<file path="src/rtl/core/sis_pkg.sv">
// sis_pkg: shared types and codes for the sorted insert stack
// no dependencies
`timescale 1ns / 1ps

package sis_pkg;

   localparam int unsigned VALUE_W = 32;
   localparam int unsigned COUNT_W = 7;

   localparam logic CMD_INSERT = 1'b0;
   localparam logic CMD_POP    = 1'b1;

   localparam logic [1:0] STATUS_OK    = 2'd0;
   localparam logic [1:0] STATUS_FULL  = 2'd1;
   localparam logic [1:0] STATUS_EMPTY = 2'd2;

   typedef logic signed [VALUE_W-1:0] value_type;

   // broadcast to every cell for one beat
   typedef struct packed {
      logic      insert;
      logic      pop;
      value_type value;
   } sis_ctl_type;

endpackage

</file>
<file path="src/rtl/core/sis_cell.sv">
// sis_cell: one slot of the sorted row, largest values toward cell 0
// depends on sis_pkg
`timescale 1ns / 1ps

module sis_cell
   import sis_pkg::*;
(
   input  logic        clock,
   input  sis_ctl_type ctl,
   input  logic        occupied,
   input  logic        lower_ge,
   input  value_type   lower_entry,
   input  value_type   upper_entry,
   output logic        ge,
   output value_type   entry
);

   value_type entry_ff;
   value_type entry_in;

   assign ge    = occupied && !(entry_ff < ctl.value);
   assign entry = entry_ff;

   always_comb begin
      entry_in = entry_ff;
      if (ctl.pop) begin
         entry_in = upper_entry;
      end else if (ctl.insert && !ge) begin
         if (lower_ge) begin
            entry_in = ctl.value;
         end else begin
            entry_in = lower_entry;
         end
      end
   end

   always_ff @(posedge clock) begin
      entry_ff <= entry_in;
   end

endmodule

</file>
<file path="config.mk">
export PLATFORM = sky130hd
export DESIGN_NAME = sis_cell
export DESIGN_NICKNAME = d
export VERILOG_FILES = /design/src/rtl/core/sis_pkg.sv /design/src/rtl/core/sis_cell.sv
export SDC_FILE = /design/constraint.sdc
export NUM_CORES = 1
export LEC_CHECK = 0
export ABC_CLOCK_PERIOD_IN_PS = 8200
export CAP_MARGIN = 25
export CORE_MARGIN = 5
export CORE_UTILIZATION = 40
export DETAILED_ROUTE_END_ITERATION = 10
export DONT_BUFFER_PORTS = 1
export HOLD_SLACK_MARGIN = 0.1
export PLACE_DENSITY_LB_ADDON = 0.3
export SLEW_MARGIN = 20
export SYNTH_ARGS = -nofsm -noshare
export SYNTH_HDL_FRONTEND = slang
export SYNTH_SLANG_ARGS = --single-unit
</file>
<file path="constraint.sdc">
create_clock -name clock -period 8.2 [get_ports clock]
set_input_delay 1.23 -clock clock [delete_from_list [all_inputs] [get_ports clock]]
set_output_delay 1.23 -clock clock [all_outputs]
set_load 0.03 [all_outputs]
</file>
==> metrics.yaml <==
switchingPower_mw: 0.1661
syn_area_mm2: 0.002442
fp.dieH_um: 88.14
area_growth_pct: 5.994
reg2reg_depth: 8
synth_most_common_cell: "nand2_1"
drv_slew: 0
max_freq_mhz: 221.6
setup_tns_ps: 0
design.die.area_mm2: 0.007769
cp.arrival_ps: 3280
rows: 28
ctsHoldBuffers: 0
dp_hpwl_um: 4598
grt_pass1_vias: 1884
synth_top_area_share: 0.3934
status: "complete, no violations"
largest_reg_flops: 32
ys_ff_latch: 32
fin_crit_sh: 0.5503
synth_area_leaders: "edfxtp_1 (39%), ha_1 (16%), mux2i_1 (14%), o21ai_0 (7.2%), nand2_1 (6.0%)"
nFillCells: 599
power_frac_comb: 0.201
antenna_left: 0
gp_congestion: 0.7477
pwr-share-clk: 0.239
worstSetupStartpoint: "ctl[21]"
cts_resized: 0
fin_skew_ps: 2.707
viasPerCell: 5.447
final.min_clock_period_ps: 4512
nets: 385
synth_top_area_cell: "edfxtp_1"
hold_start: "upper_entry[18]"
synthTopCellsByCount: "nand2_1 (39), o21ai_0 (35), mux2i_1 (33)"
whs_endpoint: "entry[18]"
drv_cap: 0
cts_max_level: 2
dpl-instance-area_mm2: 0.002509
core_mm2: 0.005921
fp.dieW_um: 88.14
start_util: 0.4125
n_antenna_cell: 0
grt_max_degree: 68
critical_path_class: "in2out"
clock_latency_ps: 270
slew_headroom: 0.5069
powerDensity_mw_per_mm2: 185.0
drt-wirelength-per-cell_um: 17.30
routed_wl_um: 5692
antenna_found_initial: 0
dp.cells: 321
startpoint_type: "primary input"
final_cells: 329
cts_root_buf: "clkbuf_8"
postCtsSetupRepairBufs: 0
r2r_setup_slack_ps: 4940
cts_tree: "yes"
vias: 1792
async_flop_share: 0
hold_path.class: "in2reg"
netSwitchingFraction: 0.3469
required_ps: 6970
grt_usage: 0.1460
p_int_mw: 0.3127
clockBufferDepth: 2
cts_buffers: 5
io_pins: 134
drc: 0
vdd_drop_max_mv: 0.09494
synth_edf_count: 32
rsz0062_at_grt: "false"
p_seq_frac: 0.560
r2r_start: "entry[31]"
end_kind: "output port"
power_leakage_nw: 1.218
drt_iter0_drc: 49
io_buffers: 0
synth_warnings: 0
drtPass1Iterations: 4
tightest_slew_ps: 719.1
grt_overflow_total: 0
hold_violations: 0
synth_cell_type_count: 27
seq_area_frac_synth: 0.3934
cts_sinks: 32
r2r-end: "entry[3]"
critPathMaxFanout: 3
postLayoutCellArea_mm2: 0.002589
hold_path_depth: 2
syn_nets: 388
grt_pass1_wl_um: 8914
syn_inst: 256
synth_top_flop_cell: "edfxtp_1"
setup_viol: 0
drive_gt1_frac: 0.03543
synth_area_per_cell_um2: 9.540
clk_pin_slew_ps: 60
-- through the flow --
stage / util / hold slack (ps) / setup WS (ps) / power, mW
final: 0.4372 / 1149 / 3688 / 0.4788
after global routing: 0.4372 / 1145 / 3558 / 0.5119
after CTS: 0.4372 / 1137 / 3686 / 0.4882
after detailed placement: 0.4237 / 1430 / 3699 / 0.3706
after global placement: 0.4227 / 1423 / 3729 / 0.3657
after floorplan: - / 1417 / 3034 / 0.3495
-- how the worst max path moves through the flow --
| stage | endpoint | slack, ps | cells after the start |
|---|---|---|---|
| floorplan | entry[0] | 3030 | 8 |
| global placement | ge | 3730 | 8 |
| detailed placement | ge | 3700 | 8 |
| CTS | ge | 3690 | 8 |
| global route | ge | 3560 | 8 |
| finish | ge | 3690 | 8 |
-- cell type report --
type	instances	area, µm²	share of cell area
Tap cell	75	93.84	0.03625
Clock inverter	1	3.754	0.001450
Multi-Input combinational cell	181	1326	0.5123
Timing Repair Buffer	1	7.507	0.002900
Inverter	32	120.1	0.04640
Clock buffer	7	76.32	0.02948
Sequential cell	32	960.9	0.3712
-- layer usage --
metal | up-vias | global-route usage | routed length [µm]
li1 | 913 | - | -
met1 | 797 | 0.1767 | 2200
met2 | 80 | 0.2432 | 2713
met3 | 2 | 0.05456 | 738
met4 | 0 | 0.04258 | 40
met5 | - | 0 | 0
-- cell families after synthesis --
| family | Yosys count | synth area share |
|---|---|---|
| buf+inv | 43 | 0.06814 |
| simple gates | 58 | 0.1060 |
| flops | 32 | 0.3934 |
| fa+ha+maj | 31 | 0.1588 |
| compound gates | 59 | 0.1383 |
| mux | 33 | 0.1352 |
-- cell usage in the layout, fill, tap and decap left out --
cell type	n
nand2_1	39
nor2_1	2
clkinv_1	1
o21ai_1	1
nand2b_1	2
o21ai_0	35
nor4b_1	1
a221o_1	1
o2bb2ai_1	1
nand4_1	6
inv_1	32
edfxtp_1	32
nor4_1	1
clkbuf_8	5
buf_4	1
o41ai_2	1
and3_1	1
ha_1	31
a21oi_1	13
nor3_1	1
a31oi_1	1
a21o_1	2
clkbuf_1	2
a21oi_2	1
mux2i_1	33
nand3_1	3
a211o_1	2
and3b_1	1
o311a_1	1
nor3_4	1
-- worst max-delay path, cell delays in order --
cell     delay (ps)
inv_1            20
ha_1            310
a21oi_1         160
o21ai_1         100
a221o_1         330
a211o_1         310
a21oi_1         180
mux2i_1         650
-- power groups by stage --
| stage | registers (mW) | logic [mW] | clock network, mW |
|---|---|---|---|
| floorplan | 0.267 | 0.0826 | 0 |
| global placement | 0.272 | 0.0938 | 0 |
| detailed placement | 0.273 | 0.0980 | 0 |
| CTS | 0.269 | 0.0985 | 0.121 |
| global route | 0.271 | 0.114 | 0.127 |
| finish | 0.268 | 0.0963 | 0.115 |
Power figures use the tool's default switching activity.
